==> config.mk <==
export PLATFORM = sky130hd
export DESIGN_NAME = least_squares_line_fit_flat
export DESIGN_NICKNAME = d
export VERILOG_FILES = /design/src/hw/rtl/lsf_pkg.sv /design/src/hw/rtl/lsf_if.sv /design/src/hw/rtl/lsf_queue.sv /design/src/hw/rtl/lsf_front.sv /design/src/hw/rtl/lsf_div.sv /design/src/hw/rtl/lsf_back.sv /design/src/hw/rtl/least_squares_line_fit.sv /design/src/flat_wrapper.sv
export SDC_FILE = /design/constraint.sdc
export NUM_CORES = 2
export LEC_CHECK = 0
export BUFFER_PORTS_ARGS = -buffer_cell sky130_fd_sc_hd__buf_2
export CORE_MARGIN = 1.5
export CORE_UTILIZATION = 66
export CTS_BUF_LIST = sky130_fd_sc_hd__clkbuf_4 sky130_fd_sc_hd__clkbuf_8
export DETAILED_ROUTE_END_ITERATION = 12
export PLACE_DENSITY_LB_ADDON = 0.05
export SETUP_SLACK_MARGIN = 0.3
export SLEW_MARGIN = 5
export SYNTH_ARGS = -nofsm -noshare
export SYNTH_HDL_FRONTEND = slang
export SYNTH_SLANG_ARGS = --single-unit
export TNS_END_PERCENT = 30
==> constraint.sdc <==
create_clock -name clk -period 13.95 [get_ports clk]
set_input_delay 2.79 -clock clk [delete_from_list [all_inputs] [get_ports clk]]
set_output_delay 2.79 -clock clk [all_outputs]
set_load 0.1 [all_outputs]
==> src/hw/rtl/lsf_pkg.sv <==
// ----------------------------------------------------------------------------
// lsf_pkg: shared types and constants of the line fit
// Field widths of the item channels and the result status codes.
// ----------------------------------------------------------------------------
`default_nettype none

package lsf_pkg;

    localparam int unsigned SAMPLE_W = 16;
    localparam int unsigned RESULT_W = 48;
    localparam int unsigned PCOUNT_W = 11;
    localparam int unsigned FRAC_SHIFT = 8;

    typedef logic signed [SAMPLE_W-1:0] sample_t;
    typedef logic signed [RESULT_W-1:0] result_t;
    typedef logic [PCOUNT_W-1:0]        pcount_t;

    typedef enum logic [1:0] {
        ST_OK       = 2'd0,
        ST_ZERO_VAR = 2'd1,
        ST_OVERFLOW = 2'd2,
        ST_SAT      = 2'd3
    } status_t;

endpackage

`default_nettype wire

==> src/hw/rtl/lsf_if.sv <==
// ----------------------------------------------------------------------------
// lsf_in_if / lsf_out_if: item channels of the line fit
// Valid/ready channels carrying sample pairs in and fit results out.
// ----------------------------------------------------------------------------
`default_nettype none

interface lsf_in_if;
    import lsf_pkg::*;
    logic    valid;
    logic    ready;
    sample_t x_value;
    sample_t y_value;
    logic    last;

    modport source (output valid, x_value, y_value, last, input ready);
    modport sink   (input valid, x_value, y_value, last, output ready);
endinterface

interface lsf_out_if;
    import lsf_pkg::*;
    logic    valid;
    logic    ready;
    result_t slope;
    result_t intercept;
    pcount_t point_count;
    status_t status;

    modport source (output valid, slope, intercept, point_count, status, input ready);
    modport sink   (input valid, slope, intercept, point_count, status, output ready);
endinterface

`default_nettype wire

==> src/hw/rtl/lsf_queue.sv <==
// ----------------------------------------------------------------------------
// lsf_queue: two-entry queue between accumulator and solver
// Holds finished sets of sums so that each side can stall on its own.
// ----------------------------------------------------------------------------
`default_nettype none

module lsf_queue #(
    parameter int unsigned WIDTH = 8
) (
    input  wire logic             clk,
    input  wire logic             rst_n,
    input  wire logic             push,
    input  wire logic [WIDTH-1:0] wdata,
    input  wire logic             pop,
    output logic      [WIDTH-1:0] rdata,
    output logic                  full,
    output logic                  empty
);

    logic [WIDTH-1:0] slot_reg [2];
    logic             wr_ptr_reg, wr_ptr_next;
    logic             rd_ptr_reg, rd_ptr_next;
    logic [1:0]       fill_reg, fill_next;

    assign full  = (fill_reg == 2'd2);
    assign empty = (fill_reg == 2'd0);
    assign rdata = slot_reg[rd_ptr_reg];

    always_comb
    begin
        wr_ptr_next = wr_ptr_reg ^ push;
        rd_ptr_next = rd_ptr_reg ^ pop;
        fill_next   = fill_reg + {1'b0, push} - {1'b0, pop};
    end

    always_ff @(posedge clk or negedge rst_n)
    begin
        if (!rst_n)
        begin
            wr_ptr_reg <= 1'b0;
            rd_ptr_reg <= 1'b0;
            fill_reg   <= 2'd0;
        end
        else
        begin
            wr_ptr_reg <= wr_ptr_next;
            rd_ptr_reg <= rd_ptr_next;
            fill_reg   <= fill_next;
        end
    end

    always_ff @(posedge clk)
    begin
        if (push)
        begin
            slot_reg[wr_ptr_reg] <= wdata;
        end
    end

endmodule

`default_nettype wire

==> src/hw/rtl/lsf_front.sv <==
// ----------------------------------------------------------------------------
// lsf_front: sample accumulator
// Takes one pair per cycle while the queue is not full, keeps count and sums,
// and hands the sums of a finished set to the queue.
// ----------------------------------------------------------------------------
`default_nettype none

module lsf_front
    import lsf_pkg::*;
#(
    parameter int unsigned MAX_POINTS = 1024,
    parameter int unsigned CNT_W      = 11,
    parameter int unsigned SX_W       = 27,
    parameter int unsigned SXY_W      = 42,
    parameter int unsigned SNAP_W     = 150
) (
    input  wire logic              clk,
    input  wire logic              rst_n,
    lsf_in_if.sink                 in_ch,
    output logic                   push,
    output logic [SNAP_W-1:0]      snap,
    input  wire logic              full
);

    logic [CNT_W-1:0]        cnt_reg, cnt_next, cnt_upd;
    logic signed [SX_W-1:0]  sx_reg, sx_next, sx_upd;
    logic signed [SX_W-1:0]  sy_reg, sy_next, sy_upd;
    logic signed [SXY_W-1:0] sxy_reg, sxy_next, sxy_upd;
    logic signed [SXY_W-1:0] sxx_reg, sxx_next, sxx_upd;
    logic                    ovf_reg, ovf_next, ovf_upd;
    logic                    accept, room;
    sample_t                 xv, yv;
    logic signed [2*SAMPLE_W-1:0] pxy, pxx;

    assign in_ch.ready = !full;
    assign accept      = in_ch.valid && !full;
    assign xv          = in_ch.x_value;
    assign yv          = in_ch.y_value;
    assign pxy         = xv * yv;
    assign pxx         = xv * xv;
    assign room        = (cnt_reg < CNT_W'(MAX_POINTS));

    always_comb
    begin
        cnt_upd = cnt_reg;
        sx_upd  = sx_reg;
        sy_upd  = sy_reg;
        sxy_upd = sxy_reg;
        sxx_upd = sxx_reg;
        ovf_upd = ovf_reg | !room;
        if (room)
        begin
            cnt_upd = cnt_reg + CNT_W'(1);
            sx_upd  = sx_reg + SX_W'(xv);
            sy_upd  = sy_reg + SX_W'(yv);
            sxy_upd = sxy_reg + SXY_W'(pxy);
            sxx_upd = sxx_reg + SXY_W'(pxx);
        end

        push     = accept && in_ch.last;
        snap     = {ovf_upd, sxx_upd, sxy_upd, sy_upd, sx_upd, cnt_upd};
        cnt_next = cnt_reg;
        sx_next  = sx_reg;
        sy_next  = sy_reg;
        sxy_next = sxy_reg;
        sxx_next = sxx_reg;
        ovf_next = ovf_reg;
        if (accept)
        begin
            if (in_ch.last)
            begin
                // The set is handed on; start the next one from nothing.
                cnt_next = '0;
                sx_next  = '0;
                sy_next  = '0;
                sxy_next = '0;
                sxx_next = '0;
                ovf_next = 1'b0;
            end
            else
            begin
                cnt_next = cnt_upd;
                sx_next  = sx_upd;
                sy_next  = sy_upd;
                sxy_next = sxy_upd;
                sxx_next = sxx_upd;
                ovf_next = ovf_upd;
            end
        end
    end

    always_ff @(posedge clk or negedge rst_n)
    begin
        if (!rst_n)
        begin
            cnt_reg <= '0;
            sx_reg  <= '0;
            sy_reg  <= '0;
            sxy_reg <= '0;
            sxx_reg <= '0;
            ovf_reg <= 1'b0;
        end
        else
        begin
            cnt_reg <= cnt_next;
            sx_reg  <= sx_next;
            sy_reg  <= sy_next;
            sxy_reg <= sxy_next;
            sxx_reg <= sxx_next;
            ovf_reg <= ovf_next;
        end
    end

endmodule

`default_nettype wire

==> src/hw/rtl/lsf_div.sv <==
// ----------------------------------------------------------------------------
// lsf_div: serial saturating divider
// Restoring division of a signed numerator scaled by 256 by a positive
// denominator, one quotient bit a cycle, clamped to 48 bits.
// ----------------------------------------------------------------------------
`default_nettype none

module lsf_div
    import lsf_pkg::*;
#(
    parameter int unsigned NUM_W = 85,
    parameter int unsigned DEN_W = 84
) (
    input  wire logic                    clk,
    input  wire logic                    rst_n,
    input  wire logic                    start,
    input  wire logic signed [NUM_W-1:0] num,
    input  wire logic        [DEN_W-1:0] den,
    output logic                         done,
    output result_t                      quot,
    output logic                         sat
);

    localparam int unsigned SH_W = NUM_W + FRAC_SHIFT;
    localparam int unsigned SC_W = $clog2(SH_W + 1);

    logic [SH_W-1:0]  sh_reg, sh_next;
    logic [SH_W-1:0]  q_reg, q_next;
    logic [DEN_W-1:0] rem_reg, rem_next;
    logic [SC_W-1:0]  step_reg, step_next;
    logic             busy_reg, busy_next;
    logic             neg_reg, neg_next;
    logic             done_reg, done_next;
    logic             sat_reg, sat_next;
    result_t          quot_reg, quot_next;
    logic [NUM_W-1:0] mag;
    logic [DEN_W:0]   rem_sh;
    logic             fits;
    logic [SH_W-1:0]  lim, q_c;

    assign done = done_reg;
    assign quot = quot_reg;
    assign sat  = sat_reg;

    always_comb
    begin
        mag    = num[NUM_W-1] ? NUM_W'(-num) : NUM_W'(num);
        rem_sh = {rem_reg, sh_reg[SH_W-1]};
        fits   = (rem_sh >= {1'b0, den});
        lim    = neg_reg ? (SH_W'(1) << (RESULT_W - 1))
                         : ((SH_W'(1) << (RESULT_W - 1)) - SH_W'(1));
        q_c    = (q_reg > lim) ? lim : q_reg;

        sh_next   = sh_reg;
        q_next    = q_reg;
        rem_next  = rem_reg;
        step_next = step_reg;
        busy_next = busy_reg;
        neg_next  = neg_reg;
        done_next = 1'b0;
        sat_next  = sat_reg;
        quot_next = quot_reg;

        if (start)
        begin
            neg_next  = num[NUM_W-1];
            sh_next   = {mag, FRAC_SHIFT'(0)};
            q_next    = '0;
            rem_next  = '0;
            step_next = '0;
            busy_next = 1'b1;
        end
        else if (busy_reg)
        begin
            if (step_reg == SC_W'(SH_W))
            begin
                busy_next = 1'b0;
                done_next = 1'b1;
                sat_next  = (q_reg > lim);
                quot_next = neg_reg ? -result_t'(q_c[RESULT_W-1:0])
                                    : result_t'(q_c[RESULT_W-1:0]);
            end
            else
            begin
                sh_next   = sh_reg << 1;
                q_next    = {q_reg[SH_W-2:0], fits};
                rem_next  = fits ? DEN_W'(rem_sh - {1'b0, den}) : DEN_W'(rem_sh);
                step_next = step_reg + SC_W'(1);
            end
        end
    end

    always_ff @(posedge clk or negedge rst_n)
    begin
        if (!rst_n)
        begin
            busy_reg <= 1'b0;
            done_reg <= 1'b0;
            step_reg <= '0;
        end
        else
        begin
            busy_reg <= busy_next;
            done_reg <= done_next;
            step_reg <= step_next;
        end
    end

    always_ff @(posedge clk)
    begin
        sh_reg   <= sh_next;
        q_reg    <= q_next;
        rem_reg  <= rem_next;
        neg_reg  <= neg_next;
        sat_reg  <= sat_next;
        quot_reg <= quot_next;
    end

endmodule

`default_nettype wire

==> src/hw/rtl/lsf_back.sv <==
// ----------------------------------------------------------------------------
// lsf_back: least-squares solver
// Forms the six cross products with a shift-add multiplier, then, unless the
// denominator is zero, divides for slope and intercept; result held for out_ch.
// ----------------------------------------------------------------------------
`default_nettype none

module lsf_back
    import lsf_pkg::*;
#(
    parameter int unsigned CNT_W  = 11,
    parameter int unsigned SX_W   = 27,
    parameter int unsigned SXY_W  = 42,
    parameter int unsigned SNAP_W = 150
) (
    input  wire logic              clk,
    input  wire logic              rst_n,
    input  wire logic [SNAP_W-1:0] snap,
    input  wire logic              empty,
    output logic                   pop,
    lsf_out_if.source              out_ch
);

    localparam int unsigned PW   = 2 * SXY_W;
    localparam int unsigned BC_W = $clog2(SXY_W + 1);

    // Product order: n*Sxx, Sx*Sx, n*Sxy, Sx*Sy, Sy*Sxx, Sx*Sxy
    localparam logic [2:0] K_N_SXX  = 3'd0;
    localparam logic [2:0] K_SX_SX  = 3'd1;
    localparam logic [2:0] K_N_SXY  = 3'd2;
    localparam logic [2:0] K_SX_SY  = 3'd3;
    localparam logic [2:0] K_SY_SXX = 3'd4;
    localparam logic [2:0] K_SX_SXY = 3'd5;

    typedef enum logic [5:0] {
        S_IDLE  = 6'b000001,
        S_MLOAD = 6'b000010,
        S_MRUN  = 6'b000100,
        S_DIV_B = 6'b001000,
        S_DIV_A = 6'b010000,
        S_OUT   = 6'b100000
    } state_t;

    state_t                  state_reg, state_next;
    logic [2:0]              k_reg, k_next;
    logic [CNT_W-1:0]        cnt_reg, cnt_next;
    logic signed [SX_W-1:0]  sx_reg, sx_next, sy_reg, sy_next;
    logic signed [SXY_W-1:0] sxy_reg, sxy_next, sxx_reg, sxx_next;
    logic                    ovf_reg, ovf_next;
    logic [PW-1:0]           ma_reg, ma_next, acc_reg, acc_next;
    logic [SXY_W-1:0]        mb_reg, mb_next;
    logic [BC_W-1:0]         bit_reg, bit_next;
    logic                    negp_reg, negp_next;
    logic signed [PW-1:0]    tmp_reg, tmp_next;
    logic signed [PW:0]      den_reg, den_next, nb_reg, nb_next, na_reg, na_next;
    result_t                 slope_reg, slope_next, icpt_reg, icpt_next;
    status_t                 status_reg, status_next;
    logic                    sat_reg, sat_next;

    logic signed [SXY_W-1:0] opa, opb, n_ext;
    logic signed [PW-1:0]    prod;
    logic signed [PW:0]      diff;
    logic                    div_start, div_done, div_sat;
    logic signed [PW:0]      div_num;
    result_t                 div_quot;

    lsf_div #(
        .NUM_W (PW + 1),
        .DEN_W (PW)
    ) u_div (
        .clk   (clk),
        .rst_n (rst_n),
        .start (div_start),
        .num   (div_num),
        .den   (den_reg[PW-1:0]),
        .done  (div_done),
        .quot  (div_quot),
        .sat   (div_sat)
    );

    assign out_ch.valid       = (state_reg == S_OUT);
    assign out_ch.slope       = slope_reg;
    assign out_ch.intercept   = icpt_reg;
    assign out_ch.point_count = PCOUNT_W'(cnt_reg);
    assign out_ch.status      = status_reg;

    always_comb
    begin
        n_ext = SXY_W'(cnt_reg);
        unique case (k_reg)
            K_N_SXX:  begin opa = n_ext;         opb = sxx_reg;       end
            K_SX_SX:  begin opa = SXY_W'(sx_reg); opb = SXY_W'(sx_reg); end
            K_N_SXY:  begin opa = n_ext;         opb = sxy_reg;       end
            K_SX_SY:  begin opa = SXY_W'(sx_reg); opb = SXY_W'(sy_reg); end
            K_SY_SXX: begin opa = SXY_W'(sy_reg); opb = sxx_reg;       end
            K_SX_SXY: begin opa = SXY_W'(sx_reg); opb = sxy_reg;       end
            default:  begin opa = '0;            opb = '0;            end
        endcase
        prod = negp_reg ? -signed'(acc_reg) : signed'(acc_reg);
        diff = (PW + 1)'(tmp_reg) - (PW + 1)'(prod);
    end

    always_comb
    begin
        state_next  = state_reg;
        k_next      = k_reg;
        cnt_next    = cnt_reg;
        sx_next     = sx_reg;
        sy_next     = sy_reg;
        sxy_next    = sxy_reg;
        sxx_next    = sxx_reg;
        ovf_next    = ovf_reg;
        ma_next     = ma_reg;
        mb_next     = mb_reg;
        acc_next    = acc_reg;
        bit_next    = bit_reg;
        negp_next   = negp_reg;
        tmp_next    = tmp_reg;
        den_next    = den_reg;
        nb_next     = nb_reg;
        na_next     = na_reg;
        slope_next  = slope_reg;
        icpt_next   = icpt_reg;
        status_next = status_reg;
        sat_next    = sat_reg;
        pop         = 1'b0;
        div_start   = 1'b0;
        div_num     = (state_reg == S_MRUN) ? nb_reg : na_reg;

        unique case (state_reg)
            S_IDLE:
            begin
                if (!empty)
                begin
                    pop = 1'b1;
                    {ovf_next, sxx_next, sxy_next, sy_next, sx_next, cnt_next} = snap;
                    k_next     = K_N_SXX;
                    state_next = S_MLOAD;
                end
            end
            S_MLOAD:
            begin
                ma_next    = PW'(opa[SXY_W-1] ? SXY_W'(-opa) : SXY_W'(opa));
                mb_next    = opb[SXY_W-1] ? SXY_W'(-opb) : SXY_W'(opb);
                negp_next  = opa[SXY_W-1] ^ opb[SXY_W-1];
                acc_next   = '0;
                bit_next   = '0;
                state_next = S_MRUN;
            end
            S_MRUN:
            begin
                if (bit_reg == BC_W'(SXY_W))
                begin
                    if (!k_reg[0])
                    begin
                        tmp_next = prod;
                    end
                    else if (k_reg == K_SX_SX)
                    begin
                        den_next = diff;
                    end
                    else if (k_reg == K_SX_SY)
                    begin
                        nb_next = diff;
                    end
                    else
                    begin
                        na_next = diff;
                    end

                    if (k_reg == K_SX_SXY)
                    begin
                        if (den_reg == '0)
                        begin
                            slope_next  = '0;
                            icpt_next   = '0;
                            status_next = ST_ZERO_VAR;
                            state_next  = S_OUT;
                        end
                        else
                        begin
                            div_start  = 1'b1;
                            state_next = S_DIV_B;
                        end
                    end
                    else
                    begin
                        k_next     = k_reg + 3'd1;
                        state_next = S_MLOAD;
                    end
                end
                else
                begin
                    if (mb_reg[0])
                    begin
                        acc_next = acc_reg + ma_reg;
                    end
                    ma_next  = ma_reg << 1;
                    mb_next  = mb_reg >> 1;
                    bit_next = bit_reg + BC_W'(1);
                end
            end
            S_DIV_B:
            begin
                if (div_done)
                begin
                    slope_next = div_quot;
                    sat_next   = div_sat;
                    div_start  = 1'b1;
                    state_next = S_DIV_A;
                end
            end
            S_DIV_A:
            begin
                if (div_done)
                begin
                    icpt_next = div_quot;
                    priority if (sat_reg || div_sat)
                    begin
                        status_next = ST_SAT;
                    end
                    else if (ovf_reg)
                    begin
                        status_next = ST_OVERFLOW;
                    end
                    else
                    begin
                        status_next = ST_OK;
                    end
                    state_next = S_OUT;
                end
            end
            S_OUT:
            begin
                if (out_ch.ready)
                begin
                    state_next = S_IDLE;
                end
            end
            default:
            begin
                state_next = S_IDLE;
            end
        endcase
    end

    always_ff @(posedge clk or negedge rst_n)
    begin
        if (!rst_n)
        begin
            state_reg <= S_IDLE;
            k_reg     <= '0;
            bit_reg   <= '0;
        end
        else
        begin
            state_reg <= state_next;
            k_reg     <= k_next;
            bit_reg   <= bit_next;
        end
    end

    always_ff @(posedge clk)
    begin
        cnt_reg    <= cnt_next;
        sx_reg     <= sx_next;
        sy_reg     <= sy_next;
        sxy_reg    <= sxy_next;
        sxx_reg    <= sxx_next;
        ovf_reg    <= ovf_next;
        ma_reg     <= ma_next;
        mb_reg     <= mb_next;
        acc_reg    <= acc_next;
        negp_reg   <= negp_next;
        tmp_reg    <= tmp_next;
        den_reg    <= den_next;
        nb_reg     <= nb_next;
        na_reg     <= na_next;
        slope_reg  <= slope_next;
        icpt_reg   <= icpt_next;
        status_reg <= status_next;
        sat_reg    <= sat_next;
    end

endmodule

`default_nettype wire

==> src/hw/rtl/least_squares_line_fit.sv <==
// ----------------------------------------------------------------------------
// least_squares_line_fit: straight-line fit over runs of sample pairs
// Accumulates count and sums of x, y, x*y and x*x and, on the last pair of
// a set, delivers slope and intercept in Q40.8 with a status code.
// ----------------------------------------------------------------------------
//
//  Channel  Dir  Payload                                   Handshake
//  -------  ---  ----------------------------------------  -------------
//  in_ch    in   x_value, y_value, last                    valid / ready
//  out_ch   out  slope, intercept, point_count, status     valid / ready
//
// The accumulator takes one pair every cycle; its ready drops only while
// the two-entry queue of finished sets is full.
// The solver forms the cross products with a shift-add multiplier, one bit
// a cycle, and then runs the serial divider for slope and intercept; the
// cross products take the larger part of the solving time of a set.
// Reset clears the running sums, the queue and the solver state at once.
// A result waits in the output register while new pairs keep arriving.
// ----------------------------------------------------------------------------
`default_nettype none

module least_squares_line_fit
    import lsf_pkg::*;
#(
    parameter int unsigned MAX_POINTS = 1024
) (
    input  wire logic  clk,
    input  wire logic  rst_n,
    lsf_in_if.sink     in_ch,
    lsf_out_if.source  out_ch
);

    // Widths of the running count and sums follow from the set capacity.
    localparam int unsigned CNT_W    = $clog2(MAX_POINTS + 1);
    localparam int unsigned SUM_X_W  = SAMPLE_W + CNT_W;
    localparam int unsigned SUM_XY_W = 2 * SAMPLE_W - 1 + CNT_W;
    localparam int unsigned SNAP_W   = CNT_W + 2 * SUM_X_W + 2 * SUM_XY_W + 1;

    logic              push, pop, full, empty;
    logic [SNAP_W-1:0] snap_in, snap_out;

    // Front: accumulates the pairs of the current set.
    lsf_front #(
        .MAX_POINTS (MAX_POINTS),
        .CNT_W      (CNT_W),
        .SX_W       (SUM_X_W),
        .SXY_W      (SUM_XY_W),
        .SNAP_W     (SNAP_W)
    ) u_front (
        .clk   (clk),
        .rst_n (rst_n),
        .in_ch (in_ch),
        .push  (push),
        .snap  (snap_in),
        .full  (full)
    );

    // Queue of finished sets, so that accumulation runs on while solving.
    lsf_queue #(
        .WIDTH (SNAP_W)
    ) u_queue (
        .clk   (clk),
        .rst_n (rst_n),
        .push  (push),
        .wdata (snap_in),
        .pop   (pop),
        .rdata (snap_out),
        .full  (full),
        .empty (empty)
    );

    // Back: solves the normal equations for one set at a time.
    lsf_back #(
        .CNT_W  (CNT_W),
        .SX_W   (SUM_X_W),
        .SXY_W  (SUM_XY_W),
        .SNAP_W (SNAP_W)
    ) u_back (
        .clk    (clk),
        .rst_n  (rst_n),
        .snap   (snap_out),
        .empty  (empty),
        .pop    (pop),
        .out_ch (out_ch)
    );

endmodule

`default_nettype wire
==> src/flat_wrapper.sv <==
// flat-port wrapper written by rule: the top's interface ports become plain ports
module least_squares_line_fit_flat import lsf_pkg::*;
#(
    parameter int unsigned MAX_POINTS = 1024
)
  (clk, rst_n, in_ch_valid, in_ch_x_value, in_ch_y_value, in_ch_last, in_ch_ready, out_ch_valid, out_ch_slope, out_ch_intercept, out_ch_point_count, out_ch_status, out_ch_ready);
  lsf_in_if in_ch_i ();
  lsf_out_if out_ch_i ();
  input  wire logic clk;
  input  wire logic rst_n;
  input wire logic [$bits(in_ch_i.valid)-1:0] in_ch_valid;
  input wire logic [$bits(in_ch_i.x_value)-1:0] in_ch_x_value;
  input wire logic [$bits(in_ch_i.y_value)-1:0] in_ch_y_value;
  input wire logic [$bits(in_ch_i.last)-1:0] in_ch_last;
  output wire logic [$bits(in_ch_i.ready)-1:0] in_ch_ready;
  output wire logic [$bits(out_ch_i.valid)-1:0] out_ch_valid;
  output wire logic [$bits(out_ch_i.slope)-1:0] out_ch_slope;
  output wire logic [$bits(out_ch_i.intercept)-1:0] out_ch_intercept;
  output wire logic [$bits(out_ch_i.point_count)-1:0] out_ch_point_count;
  output wire logic [$bits(out_ch_i.status)-1:0] out_ch_status;
  input wire logic [$bits(out_ch_i.ready)-1:0] out_ch_ready;
  assign in_ch_i.valid = in_ch_valid;
  assign in_ch_i.x_value = in_ch_x_value;
  assign in_ch_i.y_value = in_ch_y_value;
  assign in_ch_i.last = in_ch_last;
  assign in_ch_ready = in_ch_i.ready;
  assign out_ch_valid = out_ch_i.valid;
  assign out_ch_slope = out_ch_i.slope;
  assign out_ch_intercept = out_ch_i.intercept;
  assign out_ch_point_count = out_ch_i.point_count;
  assign out_ch_status = out_ch_i.status;
  assign out_ch_i.ready = out_ch_ready;
  least_squares_line_fit #(.MAX_POINTS(MAX_POINTS)) u_core (.clk(clk), .rst_n(rst_n), .in_ch(in_ch_i), .out_ch(out_ch_i));
endmodule
==> flow_summary.rst <==
.. list-table::
   :header-rows: 1

   * - Metric
     - Value
   * - Result of the run
     - finished, final reports clean
   * - Transition time of the tightest slew-check pin
     - 1.24 ns
   * - Final total negative setup slack
     - 0 ns
   * - Routability-driven placement congestion ratio
     - 0.941
   * - Depth of the most critical reg-to-reg path
     - 20
   * - Worst r2r src
     - u_core.u_back.acc_reg[5]
   * - DIE AREA
     - 170,000 um^2
   * - Pre-antenna DRT Iters
     - 10
   * - Post-synthesis sequential area ratio
     - 40.8%
   * - Register bit total from synthesis
     - 1,589
   * - Cell variety after synth
     - 90
   * - Max FO, Critical Path
     - 35
   * - Post-route clock skew
     - 0.0855 ns
   * - Sum of net half-perimeters after detailed placement
     - 210,000 um
   * - Number of vias in the routed layout
     - 82,000
   * - Most used DFF post-synth
     - sky130_fd_sc_hd__edfxtp_1
   * - Reg-to-reg critical path endpoint
     - u_core.u_back.na_reg[79]
   * - Port bufs
     - 147
   * - Required time at the endpoint of the critical path
     - 14.82 ns
   * - Type of the tightest min-delay check
     - flop to flop
   * - Vertical die dimension
     - 412 um
   * - Number of inserted filler cells in the final layout
     - 12,200
   * - # setup viols final
     - 0
   * - Mean instance size in the synthesized netlist
     - 10.2 um^2
   * - Worst path slowest cell
     - sky130_fd_sc_hd__o31ai_1
   * - Clock buffers created by TritonCTS
     - 283
   * - H-tree depth reported by CTS
     - 5
   * - Number of clock sinks
     - 1,589
   * - Pin count of the biggest net entering global routing
     - 152
   * - Slew Limit Fails
     - 0
   * - Cell type with the highest aggregate area in the netlist
     - sky130_fd_sc_hd__edfxtp_1
   * - Avg WL per Cell
     - 21.4 um
   * - Detailed-route DRC error count
     - 0
   * - Number of antenna violations at the first check in global routing
     - 4
   * - Area of the multi-input gates
     - 59,400 um^2
   * - # IOs
     - 148
   * - Mapped Area
     - 110,000 um^2
   * - Overall routing resource usage
     - 33.5%
   * - Final cycle utilization of the critical path
     - 72.3%
   * - Die Width
     - 412 um
   * - Dominant cell by count in the synthesized netlist
     - sky130_fd_sc_hd__edfxtp_1
   * - Fraction of layout cells with a size suffix above 1
     - 8.98%
   * - Number of nets produced by synthesis
     - 12,200
   * - Number of enable flip-flop cells after synthesis
     - 1,234
   * - Warnings, synthesis
     - 0
   * - Area of the core
     - 166,000 um^2
   * - Hold Path Cell Cnt
     - 2
   * - TritonCTS clock tree
     - built
   * - Count of routing violations after the opening detailed-route iteration
     - 6,334
   * - RSZ-0062 raised after global routing
     - no
   * - Fin. Hold Viols
     - 0
   * - Post-CTS Repair Setup Buffers
     - 0
   * - Number of hold buffers added after cts
     - 0
   * - Residual antenna-violating net count after detailed routing
     - 0
   * - Worst EP arrival
     - 10.96 ns
   * - Pre-CTS setup slack
     - 2.95 ns
   * - Peak clock frequency supported by timing
     - 99.1 MHz
   * - Register area
     - 45,100 um^2
   * - Hold path endpoint
     - u_core.u_back.u_div.sh_reg[46]
   * - Crit start category
     - primary input
   * - Largest incremental delay on the critical path
     - 0.74 ns
   * - Number of nets in the layout
     - 12,200
   * - Max-cap violation count
     - 0
   * - Kind of end point of the critical path
     - flop
   * - Drt via density
     - 6.18
   * - Clock latency at the later pin of the worst-skew pair
     - 1.06 ns
   * - Instance count of the mapped netlist
     - 10,900
   * - Clock buffer depth
     - 4
   * - Count of standard-cell rows
     - 149
   * - Wire length after detailed routing
     - 284,000 um
   * - Area overhead of the layout relative to synthesis
     - 7.56%
   * - Starting density of the core
     - 66.7%
   * - Fin crit period
     - 10.09 ns
   * - Area fraction of the dominant cell type after synthesis
     - 33.6%
   * - Number of global-route vias before repair
     - 82,600
   * - Root buffer cell
     - sky130_fd_sc_hd__clkbuf_8
   * - Register-to-register path setup slack
     - 5.89 ns
   * - Type of the worst setup path
     - primary input to flop
   * - Number of flip-flops in the largest register
     - 300
   * - Max-slew headroom at the worst pin
     - 16.2%
   * - Commonest cells in the netlist
     - 1,234 x sky130_fd_sc_hd__edfxtp_1, 1,186 x sky130_fd_sc_hd__nand2_1, 1,120 x sky130_fd_sc_hd__inv_1, 692 x sky130_fd_sc_hd__o21ai_0, 668 x sky130_fd_sc_hd__a21oi_1
   * - First-pass GRT wire length
     - 447,000 um
   * - Number of instances resized during post-cts repair
     - 0
   * - Hold Startpoint
     - u_core.u_back.u_div.sh_reg[45]
   * - Largest cells by area after synthesis
     - sky130_fd_sc_hd__edfxtp_1 34%, sky130_fd_sc_hd__fa_1 12%, sky130_fd_sc_hd__ha_1 7.1%, sky130_fd_sc_hd__nand2_1 4.0%, sky130_fd_sc_hd__dfrtp_1 4.0%
   * - Proportion of synthesized flip-flops having asynchronous set or reset
     - 11.2%
   * - Final WS setup
     - 3.86 ns
   * - Congestion Overflow GR
     - 0
   * - Register clock-pin slew on the reported worst setup and hold paths
     - 0.06 ns
## cell usage in the layout (no fill, tap or decap), types with 175 or more instances in the layout
cell type / n
sky130_fd_sc_hd__o21ai_0: 692
sky130_fd_sc_hd__xnor2_1: 365
sky130_fd_sc_hd__nor2_1: 554
sky130_fd_sc_hd__edfxtp_1: 1234
sky130_fd_sc_hd__dfrtp_1: 175
sky130_fd_sc_hd__xor2_1: 253
sky130_fd_sc_hd__and2_1: 263
sky130_fd_sc_hd__inv_1: 1120
sky130_fd_sc_hd__nand2_1: 1183
sky130_fd_sc_hd__clkbuf_8: 311
sky130_fd_sc_hd__a21oi_1: 667
sky130_fd_sc_hd__dfxtp_1: 177
sky130_fd_sc_hd__fa_1: 647
sky130_fd_sc_hd__mux2_2: 180
sky130_fd_sc_hd__a21o_1: 227
sky130_fd_sc_hd__ha_1: 625
## worst max-delay path, delay by kind of cell
family          cells  cell delay, ns
compound gates      7            2.55
simple gates        4            0.98
buf+inv             7            1.00
fa+ha+maj           7            3.43
xor+xnor            1            0.15
## layout make-up
class,instances,area share [%]
inverter,1123,3.55
clock buffer,408,4.21
tap,2189,2.31
antenna,5,0.0105
clock inverter,84,0.682
timing repair buffer,244,1.27
multi-input combinational,7638,50.0
sequential,1589,37.9
## how the worst max path moves through the flow
stage / start / to / slack [ns]
after floorplan: u_core.u_back.state_reg[3] / u_core.u_back.den_reg[0] / 3.55
after global placement: in_ch_x_value[9] / u_core.u_front.sxx_reg[41] / 3.05
after detailed placement: in_ch_x_value[9] / u_core.u_front.sxx_reg[41] / 2.95
after CTS: in_ch_x_value[9] / u_core.u_front.sxx_reg[41] / 4.03
after global routing: in_ch_x_value[15] / u_core.u_front.sxy_reg[41] / 3.63
final: in_ch_x_value[9] / u_core.u_front.sxx_reg[41] / 3.86
## kinds of logic (layout without fill, tap and decap cells)
kind of cell,count (synthesis),in the layout,synth area share (%)
simple gates,3025,3025,13.1
other cells,0,5,0
buf+inv,1645,1859,5.61
fa+ha+maj,1277,1277,18.9
mux,283,283,2.77
xor+xnor,618,618,4.90
compound gates,2435,2435,14.0
flops,1589,1589,40.8
## per-stage QoR
| step | instances | hold slack (ns) | cell area [um^2] | utilization, % |
|---|---|---|---|---|
| 5_1_grt | 13300 | 0.482 | 119000 | 71.7 |
| 4_1_cts | 13300 | 0.464 | 119000 | 71.7 |
| 2_1_floorplan | 10900 | 0.437 | 110000 | - |
| 6_report | 13300 | 0.452 | 119000 | 71.7 |
| 3_5_place_dp | 12800 | 0.458 | 113000 | 68.2 |
| 3_3_place_gp | 12800 | 0.446 | 113000 | 68.2 |
## metal layers
layer | routed length [um] | vias up | part of all wire, % | GRT usage [%]
met1 | 113000 | 40200 | 40 | 41.9
met2 | 140000 | 2941 | 49 | 57.3
li1 | - | 38200 | - | -
met3 | 17100 | 723 | 6.0 | 4.33
met5 | 0 | - | 0 | 0
met4 | 14400 | 0 | 5.1 | 16.6
Power is not shown: default switching activity piles up to over one toggle a cycle in this logic, so the estimate is an artifact.
